--- src/rtl/cmdp_pkg.sv ---
// Shared types, constants and helpers for the command line parser.
// No dependencies; imported by every module of the block.
package cmdp_pkg;

  // Magnitude range of one parsed number; the output always carries 32 bits.
  localparam int VALUE_BITS = 32;
  localparam int OUT_W      = 32;
  localparam int CALC_W     = (VALUE_BITS > OUT_W) ? VALUE_BITS : OUT_W;
  localparam int NUM_FIELDS = 3;

  localparam logic [2:0] PREFIX_LEN = 3'd6;
  localparam logic [4:0] SET_LENGTH = 5'd17;
  localparam logic [4:0] DEF_LENGTH = 5'd8;
  localparam logic [4:0] LEN_CAP    = 5'd18;
  localparam logic [7:0] END_RESET  = 8'd62;

  localparam logic [7:0] CH_COMMA = 8'h2c;
  localparam logic [7:0] CH_PLUS  = 8'h2b;
  localparam logic [7:0] CH_MINUS = 8'h2d;
  localparam logic [7:0] CH_ZERO  = 8'h30;
  localparam logic [7:0] CH_NINE  = 8'h39;
  localparam logic [7:0] CH_S     = 8'h53;
  localparam logic [7:0] CH_E     = 8'h45;
  localparam logic [7:0] CH_T     = 8'h54;
  localparam logic [7:0] CH_D     = 8'h44;
  localparam logic [7:0] CH_F     = 8'h46;

  typedef enum logic [1:0] {
    ST_NOCMD     = 2'd0,
    ST_UNKNOWN   = 2'd1,
    ST_MALFORMED = 2'd2,
    ST_OK        = 2'd3
  } status_e;

  typedef enum logic [1:0] {
    CT_NONE = 2'd0,
    CT_SET  = 2'd1,
    CT_DEF  = 2'd2
  } cmd_e;

  typedef enum logic [1:0] {
    PH_SKIP   = 2'd0,
    PH_DIGITS = 2'd1,
    PH_DONE   = 2'd2
  } phase_e;

  typedef enum logic [2:0] {
    TT_EMPTY = 3'd0,
    TT_S     = 3'd1,
    TT_SE    = 3'd2,
    TT_SET   = 3'd3,
    TT_D     = 3'd4,
    TT_DE    = 3'd5,
    TT_DEF   = 3'd6,
    TT_OTHER = 3'd7
  } type_e;

  // Per-field update request from the line tracker.
  typedef struct packed {
    logic       clr;
    logic       sign_we;
    logic       neg;
    logic       digit_we;
    logic [3:0] digit;
  } fld_ctrl_t;

  typedef struct packed {
    status_e          status;
    cmd_e             cmd;
    logic [OUT_W-1:0] voltage;
    logic [OUT_W-1:0] current;
    logic [OUT_W-1:0] protection;
  } res_t;

  function automatic logic [7:0] prefix_byte(input logic [2:0] pos);
    logic [7:0] c;
    case (pos)
      3'd0:    c = 8'h3c;  // '<'
      3'd1:    c = 8'h43;
      3'd2:    c = 8'h54;
      3'd3:    c = 8'h46;
      3'd4:    c = 8'h50;
      3'd5:    c = CH_COMMA;
      default: c = 8'h00;
    endcase
    return c;
  endfunction

  function automatic logic is_space(input logic [7:0] c);
    return (c == 8'h20) || (c >= 8'h09 && c <= 8'h0d);
  endfunction

endpackage

--- src/rtl/cmdp_field.sv ---
// One number field: saturating decimal accumulator plus sign.
// Depends on cmdp_pkg.
module cmdp_field (
  input  logic                     clk_i,
  input  logic                     rst_ni,
  input  cmdp_pkg::fld_ctrl_t      ctrl_i,
  output logic [cmdp_pkg::OUT_W-1:0] value_o
);
  import cmdp_pkg::*;

  localparam int ACC_W = VALUE_BITS + 4;
  localparam logic [ACC_W-1:0] CAP = ACC_W'(1) << (VALUE_BITS - 1);

  logic [VALUE_BITS-1:0] mag_q, mag_d;
  logic                  neg_q, neg_d;
  logic [ACC_W-1:0]      acc;
  logic [CALC_W-1:0]     mag_ext;
  logic [CALC_W-1:0]     pos_val;
  logic [CALC_W-1:0]     neg_val;

  // 10*m + d; saturate when above the cap (magnitude never exceeds the cap)
  assign acc = (ACC_W'(mag_q) << 3) + (ACC_W'(mag_q) << 1) + ACC_W'(ctrl_i.digit);

  always_comb begin
    mag_d = mag_q;
    neg_d = neg_q;
    if (ctrl_i.clr) begin
      mag_d = '0;
      neg_d = 1'b0;
    end else begin
      if (ctrl_i.sign_we) neg_d = ctrl_i.neg;
      if (ctrl_i.digit_we) begin
        mag_d = (acc > CAP) ? VALUE_BITS'(CAP) : acc[VALUE_BITS-1:0];
      end
    end
  end

  always_ff @(posedge clk_i or negedge rst_ni) begin
    if (!rst_ni) begin
      mag_q <= '0;
      neg_q <= 1'b0;
    end else begin
      mag_q <= mag_d;
      neg_q <= neg_d;
    end
  end

  assign mag_ext = CALC_W'(mag_q);
  assign neg_val = CALC_W'(0) - mag_ext;
  assign pos_val = (ACC_W'(mag_q) >= CAP) ? CALC_W'(CAP - ACC_W'(1)) : mag_ext;
  assign value_o = neg_q ? neg_val[OUT_W-1:0] : pos_val[OUT_W-1:0];

endmodule

--- src/rtl/cmdp_tracker.sv ---
// Line state: prefix match, body length, type recognizer, commas, number phase.
// Judges the line at the terminator. Depends on cmdp_pkg.
module cmdp_tracker (
  input  logic                                     clk_i,
  input  logic                                     rst_ni,
  input  logic                                     step_i,
  input  logic [7:0]                               byte_i,
  input  logic [7:0]                               end_char_i,
  input  logic [cmdp_pkg::NUM_FIELDS-1:0][cmdp_pkg::OUT_W-1:0] fld_value_i,
  output logic                                     term_o,
  output cmdp_pkg::fld_ctrl_t [cmdp_pkg::NUM_FIELDS-1:0] fld_ctrl_o,
  output cmdp_pkg::res_t                           res_o
);
  import cmdp_pkg::*;

  logic [2:0] pos_q, pos_d;
  logic       failed_q, failed_d;
  logic [4:0] len_q, len_d;
  type_e      tt_q, tt_d;
  logic [1:0] cc_q, cc_d;
  phase_e     ph_q, ph_d;
  logic [1:0] fsel;
  logic       is_digit;

  assign term_o   = (byte_i == end_char_i);
  assign fsel     = cc_q - 2'd1;
  assign is_digit = (byte_i >= CH_ZERO) && (byte_i <= CH_NINE);

  always_comb begin
    pos_d      = pos_q;
    failed_d   = failed_q;
    len_d      = len_q;
    tt_d       = tt_q;
    cc_d       = cc_q;
    ph_d       = ph_q;
    fld_ctrl_o = '0;
    for (int i = 0; i < NUM_FIELDS; i++) begin
      fld_ctrl_o[i].digit = 4'(byte_i - CH_ZERO);
    end
    if (step_i) begin
      if (term_o) begin
        pos_d    = '0;
        failed_d = 1'b0;
        len_d    = '0;
        tt_d     = TT_EMPTY;
        cc_d     = '0;
        ph_d     = PH_SKIP;
        for (int i = 0; i < NUM_FIELDS; i++) fld_ctrl_o[i].clr = 1'b1;
      end else if (!failed_q) begin
        if (pos_q < PREFIX_LEN) begin
          if (byte_i == prefix_byte(pos_q)) pos_d = pos_q + 3'd1;
          else failed_d = 1'b1;
        end else begin
          if (len_q < LEN_CAP) len_d = len_q + 5'd1;
          if (byte_i == CH_COMMA) begin
            if (cc_q == 2'd0) begin
              if (tt_q != TT_SET && tt_q != TT_DEF) tt_d = TT_OTHER;
              cc_d = 2'd1;
              ph_d = PH_SKIP;
            end else if (cc_q != 2'd3) begin
              cc_d = cc_q + 2'd1;
              ph_d = PH_SKIP;
            end else begin
              ph_d = PH_DONE;
            end
          end else if (cc_q == 2'd0) begin
            case (tt_q)
              TT_EMPTY: tt_d = (byte_i == CH_S) ? TT_S :
                               (byte_i == CH_D) ? TT_D : TT_OTHER;
              TT_S:     tt_d = (byte_i == CH_E) ? TT_SE  : TT_OTHER;
              TT_SE:    tt_d = (byte_i == CH_T) ? TT_SET : TT_OTHER;
              TT_D:     tt_d = (byte_i == CH_E) ? TT_DE  : TT_OTHER;
              TT_DE:    tt_d = (byte_i == CH_F) ? TT_DEF : TT_OTHER;
              default:  tt_d = TT_OTHER;
            endcase
          end else if (ph_q == PH_SKIP && is_space(byte_i)) begin
            // leading whitespace
          end else if (ph_q == PH_SKIP && (byte_i == CH_PLUS || byte_i == CH_MINUS)) begin
            ph_d                   = PH_DIGITS;
            fld_ctrl_o[fsel].sign_we = 1'b1;
            fld_ctrl_o[fsel].neg     = (byte_i == CH_MINUS);
          end else if (ph_q != PH_DONE) begin
            if (is_digit) begin
              ph_d                      = PH_DIGITS;
              fld_ctrl_o[fsel].digit_we = 1'b1;
            end else begin
              ph_d = PH_DONE;
            end
          end
        end
      end
    end
  end

  always_ff @(posedge clk_i or negedge rst_ni) begin
    if (!rst_ni) begin
      pos_q    <= '0;
      failed_q <= 1'b0;
      len_q    <= '0;
      tt_q     <= TT_EMPTY;
      cc_q     <= '0;
      ph_q     <= PH_SKIP;
    end else begin
      pos_q    <= pos_d;
      failed_q <= failed_d;
      len_q    <= len_d;
      tt_q     <= tt_d;
      cc_q     <= cc_d;
      ph_q     <= ph_d;
    end
  end

  // verdict on the line held so far
  always_comb begin
    res_o = '{status: ST_NOCMD, cmd: CT_NONE, voltage: '0, current: '0, protection: '0};
    if (!failed_q && pos_q == PREFIX_LEN) begin
      if (tt_q == TT_SET) begin
        res_o.cmd = CT_SET;
        if (cc_q == 2'd3 && len_q == SET_LENGTH) begin
          res_o.status     = ST_OK;
          res_o.voltage    = fld_value_i[0];
          res_o.current    = fld_value_i[1];
          res_o.protection = fld_value_i[2];
        end else begin
          res_o.status = ST_MALFORMED;
        end
      end else if (tt_q == TT_DEF) begin
        res_o.cmd = CT_DEF;
        if (len_q == DEF_LENGTH) begin
          res_o.status  = ST_OK;
          res_o.voltage = fld_value_i[0];
        end else begin
          res_o.status = ST_MALFORMED;
        end
      end else begin
        res_o.status = ST_UNKNOWN;
      end
    end
  end

endmodule

--- src/rtl/text_command_line_parser.sv ---
// Channel  | signals                                   | dir
// rx       | rx_valid_i rx_ready_o rx_byte_i            | in
// res      | res_valid_o res_ready_i status_o cmd_type_o| out
//          | voltage_o current_o protection_o          |
// cfg      | cfg_valid_i cfg_ready_o cfg_data_i         | in (end_char)
//
// One byte per cycle: input register, then line state update; a terminator
// loads the result register, whose contents are then offered on the res channel.
// The input side stalls only when a terminator meets a result register still full.
// Reset: async active low, clears line state, sets end_char to '>'.
// Depends on cmdp_pkg, cmdp_tracker, cmdp_field.
module text_command_line_parser (
  input  logic               clk_i,
  input  logic               rst_ni,
  input  logic               rx_valid_i,
  output logic               rx_ready_o,
  input  logic [7:0]         rx_byte_i,
  output logic               res_valid_o,
  input  logic               res_ready_i,
  output logic [1:0]         status_o,
  output logic [1:0]         cmd_type_o,
  output logic signed [31:0] voltage_o,
  output logic signed [31:0] current_o,
  output logic signed [31:0] protection_o,
  input  logic               cfg_valid_i,
  output logic               cfg_ready_o,
  input  logic [7:0]         cfg_data_i
);
  import cmdp_pkg::*;

  logic [7:0] end_char_q;
  logic [7:0] byte_q;
  logic       in_valid_q, in_valid_d;
  logic       out_valid_q, out_valid_d;
  res_t       res_q;
  res_t       res;
  logic       term;
  logic       step;
  fld_ctrl_t [NUM_FIELDS-1:0]             fld_ctrl;
  logic [NUM_FIELDS-1:0][OUT_W-1:0]      fld_value;

  assign cfg_ready_o = 1'b1;

  assign step       = in_valid_q && !(term && out_valid_q && !res_ready_i);
  assign rx_ready_o = !in_valid_q || step;
  assign in_valid_d = (rx_valid_i && rx_ready_o) || (in_valid_q && !step);
  assign out_valid_d = (out_valid_q && !res_ready_i) || (step && term);

  always_ff @(posedge clk_i or negedge rst_ni) begin
    if (!rst_ni) begin
      end_char_q  <= END_RESET;
      in_valid_q  <= 1'b0;
      out_valid_q <= 1'b0;
    end else begin
      if (cfg_valid_i) end_char_q <= cfg_data_i;
      in_valid_q  <= in_valid_d;
      out_valid_q <= out_valid_d;
    end
  end

  always_ff @(posedge clk_i) begin
    if (rx_valid_i && rx_ready_o) byte_q <= rx_byte_i;
    if (step && term) res_q <= res;
  end

  cmdp_tracker u_tracker (
    .clk_i       (clk_i),
    .rst_ni      (rst_ni),
    .step_i      (step),
    .byte_i      (byte_q),
    .end_char_i  (end_char_q),
    .fld_value_i (fld_value),
    .term_o      (term),
    .fld_ctrl_o  (fld_ctrl),
    .res_o       (res)
  );

  for (genvar g = 0; g < NUM_FIELDS; g++) begin : g_field
    cmdp_field u_field (
      .clk_i   (clk_i),
      .rst_ni  (rst_ni),
      .ctrl_i  (fld_ctrl[g]),
      .value_o (fld_value[g])
    );
  end

  assign res_valid_o  = out_valid_q;
  assign status_o     = res_q.status;
  assign cmd_type_o   = res_q.cmd;
  assign voltage_o    = res_q.voltage;
  assign current_o    = res_q.current;
  assign protection_o = res_q.protection;

endmodule

--- config.mk ---
export PLATFORM = sky130hd
export DESIGN_NAME = text_command_line_parser
export DESIGN_NICKNAME = d
export VERILOG_FILES = /design/src/rtl/cmdp_pkg.sv /design/src/rtl/cmdp_field.sv /design/src/rtl/cmdp_tracker.sv /design/src/rtl/text_command_line_parser.sv
export SDC_FILE = /design/constraint.sdc
export NUM_CORES = 1
export LEC_CHECK = 0
export BUFFER_PORTS_ARGS = -buffer_cell sky130_fd_sc_hd__buf_4
export CORE_MARGIN = 2
export CORE_UTILIZATION = 55
export CTS_BUF_LIST = sky130_fd_sc_hd__clkbuf_2 sky130_fd_sc_hd__clkbuf_4 sky130_fd_sc_hd__clkbuf_8
export DETAILED_ROUTE_END_ITERATION = 16
export PLACE_DENSITY = 0.76
export SKIP_CTS_REPAIR_TIMING = 1
export SLEW_MARGIN = 20
export SYNTH_ARGS = -nofsm -noshare
export SYNTH_HDL_FRONTEND = slang
export SYNTH_SLANG_ARGS = --single-unit
--- constraint.sdc ---
create_clock -name clk_i -period 4.1 [get_ports clk_i]
set_input_delay 0.82 -clock clk_i [delete_from_list [all_inputs] [get_ports clk_i]]
set_output_delay 0.82 -clock clk_i [all_outputs]
set_load 0.1 [all_outputs]
==> metrics.txt <==
clk_lat worst skew about 0.60 ns; critical path data required time 4.59 ns; Sw Share 43.4%; NetSw 0.00453 W; Int Pwr ~0.0059 W; Max transition margin 26.4%; Post-Route WL approximately 50000 microns; setup ws final 0.107 ns; max cap viols 0; Worst Setup Path Type reg2reg; I/O pin cnt 124; area grow syn2layout 13.9%; post-layout util between 60% and 70%; Clk pwr share a little over a fifth; global-route wire length before repair 82300 microns; core box area 33500 sq um; worst-margin pin slew 1.09 ns; DRT iter0 DRCs 1338; Setup Skew 0.0311 ns; share of flip-flops with an asynchronous set or reset 53.6%; setup TNS 0 ns; Vias 17105; most frequent cells after synthesis nand2_1, ha_1, nor2_1; R2R Path End g_field[0].u_field.mag_ext[22]; Buffers on Ports 122; Site Rows 67; DIE AREA around 35000 sq um; GRT overflow 0; post-place setup slack -0.0271 ns; Cells after Synth 2083; Worst-path clk slew around 0.060 ns; DR vias/cell 6.37; Synthesis Warnings 0; # DRC 0; crit-path max FO 5; startpoint types flip-flop; layout cells sized above 1 16.2%; number of H-tree levels 2; top-count cell post-synth nand2_1; R2R cell count 13; P per Cell Area 490 nW/um^2; CP endpoint kind flip-flop; #FFs+latches synth 233; Reg2Reg Setup Slack 0.11 ns; CTS tree done; initial antenna violation count 1; RePlAce Congestion 0.933; largest net degree at the start of global routing 106; Synth Area per Inst approximately 9 sq um; main area contributors after synthesis edfxtp_1, dfrtp_1, ha_1, a21oi_1, nand2_1; Hold Path Class in2async; post-synth top area cell edfxtp_1; Final Hold Fails 0; endpoints failing setup 0; clk root buf clkbuf_8; number of synthesized flops with an enable pin 108; syn_nets about 2300; Tcrit/Tclk final 97.4%; Worst setup startpoint byte_q[3]; vias in the first global route 16449; Pins Over Slew Limit 0; Seq/Total Area, Yosys about a third; Die Y 188 microns; HPWL Detailed 36200 microns; fmax 250 MHz; Nets 2437; min Tclk post-route approximately 4 ns; TritonCTS buffer count 42; IR Drop Worst-Case VDD ~0.53 mV; Post-DRT Antenna Nets 0; clk buf depth 3; share of Yosys cell area claimed by the top area cell type 17.3%; Comb pwr share between 50% and 60%; CTS Sinks 233; Reg power frac 27.2%; mapped cell area 18700 sq um; worst reg2reg path startpoint byte_q[3]; Leak between 9 and 10 nW; WL/cell 18.7 microns; drt first pass iters 5; initial core utilization 55.7%; Die X 188 microns; outcome finished, final reports clean; Post-synth top flop dfrtp_1; Synth cell types 95; overall routing resource usage between 20 and 30%; CP arrival 4.48 ns
-- kinds of logic after synthesis --
family,count (synthesis),synth area share [%]
xor+xnor,102,4.78
other cells,1,0.0201
compound gates,639,23.1
buf+inv,175,3.74
mux,18,1.04
flops,233,34.1
fa+ha+maj,211,14.4
simple gates,704,18.8
-- cell type report --
cell class	count	area, sq um
diodes	1	2.50
clock buffers	64	762
clock inverters	13	103
fillers	2808	12200
inverters	63	243
multi-input cells	1675	11800
flip-flops and latches	233	6380
well taps	448	561
repair buffers	190	1480
-- sequential cells by signal, indices dropped and copies added, names as in the netlist, 2 cells and up --
name / count
status_o: 2
u_tracker.tt_q: 3
g_field.u_field.neg_q: 3
cmd_type_o: 2
u_tracker.len_q: 5
end_char_q: 8
protection_o: 32
current_o: 32
u_tracker.pos_q: 3
byte_q: 8
u_tracker.ph_q: 2
g_field.u_field.mag_ext: 96
voltage_o: 32
u_tracker.cc_q: 2
-- power by group through the flow --
stage | combinational (W) | sequential [W] | clock, W
6_report | 0.00531 | 0.00284 | 0.00230
3_5_place_dp | 0.00505 | 0.00287 | 0
3_3_place_gp | 0.00496 | 0.00286 | 0
2_1_floorplan | 0.00389 | 0.00278 | 0
5_1_grt | 0.00591 | 0.00286 | 0.00243
4_1_cts | 0.00507 | 0.00283 | 0.00233
-- worst max-delay path by stage --
stage                                           to  cells after the start  slack (ns)
floorplan           g_field[0].u_field.mag_ext[10]                     14        0.20
global placement    g_field[0].u_field.mag_ext[10]                     12        0.14
detailed placement  g_field[0].u_field.mag_ext[19]                     12       -0.03
CTS                 g_field[0].u_field.mag_ext[19]                     12       -0.08
global route        g_field[0].u_field.mag_ext[22]                     13       -0.07
finish              g_field[0].u_field.mag_ext[22]                     13        0.11
-- placed cells by master, fill, tap and decap left out, drive strengths merged, types with 15 or more instances in the layout --
cell type / instances
nand2: 212
ha: 205
nor2: 201
buf: 189
a21oi: 179
dfrtp: 120
o21ai: 109
edfxtp: 108
clkbuf: 65
xnor2: 63
inv: 63
nor3: 61
a32o: 48
a311oi: 46
o31ai: 44
a31oi: 41
xor2: 39
a21o: 35
nand4: 33
nand2b: 26
and3: 25
nor4: 23
nand3: 21
a211o: 17
o22ai: 16
nor2b: 15
a31o: 15
a211oi: 15
-- metrics by stage --
stage | std cells | area [sq um] | power [W] | hold slack [ns]
2_1_floorplan | 2083 | 18700 | 0.00667 | 0.455
6_report | 2687 | 21300 | 0.0104 | 0.297
3_5_place_dp | 2605 | 20300 | 0.00792 | 0.486
5_1_grt | 2687 | 21300 | 0.0112 | 0.370
3_3_place_gp | 2605 | 20300 | 0.00782 | 0.474
4_1_cts | 2682 | 21100 | 0.0102 | 0.370
-- metal layers --
layer | up-vias | wire, microns | track usage [%]
met1 | 8278 | 22200 | 36.9
met5 | - | 0 | 0
li1 | 8140 | - | -
met4 | 0 | 1480 | 9.83
met2 | 581 | 23900 | 47.1
met3 | 106 | 2580 | 3.33
-- critical path, cell delays in order (launching register included) --
cell and delay (ns):
edfxtp_1 0.40, clkinvlp_4 0.23, fa_1 0.63, fa_2 0.23, nand2b_1 0.16, a21oi_2 0.08
buf_4 0.14, o211ai_1 0.24, a21oi_1 0.11, a211o_1 0.27, a311o_1 0.33, xnor2_1 0.18
or4_4 0.64, o31ai_2 0.24
Note: power is estimated with default switching activity, not from simulation.
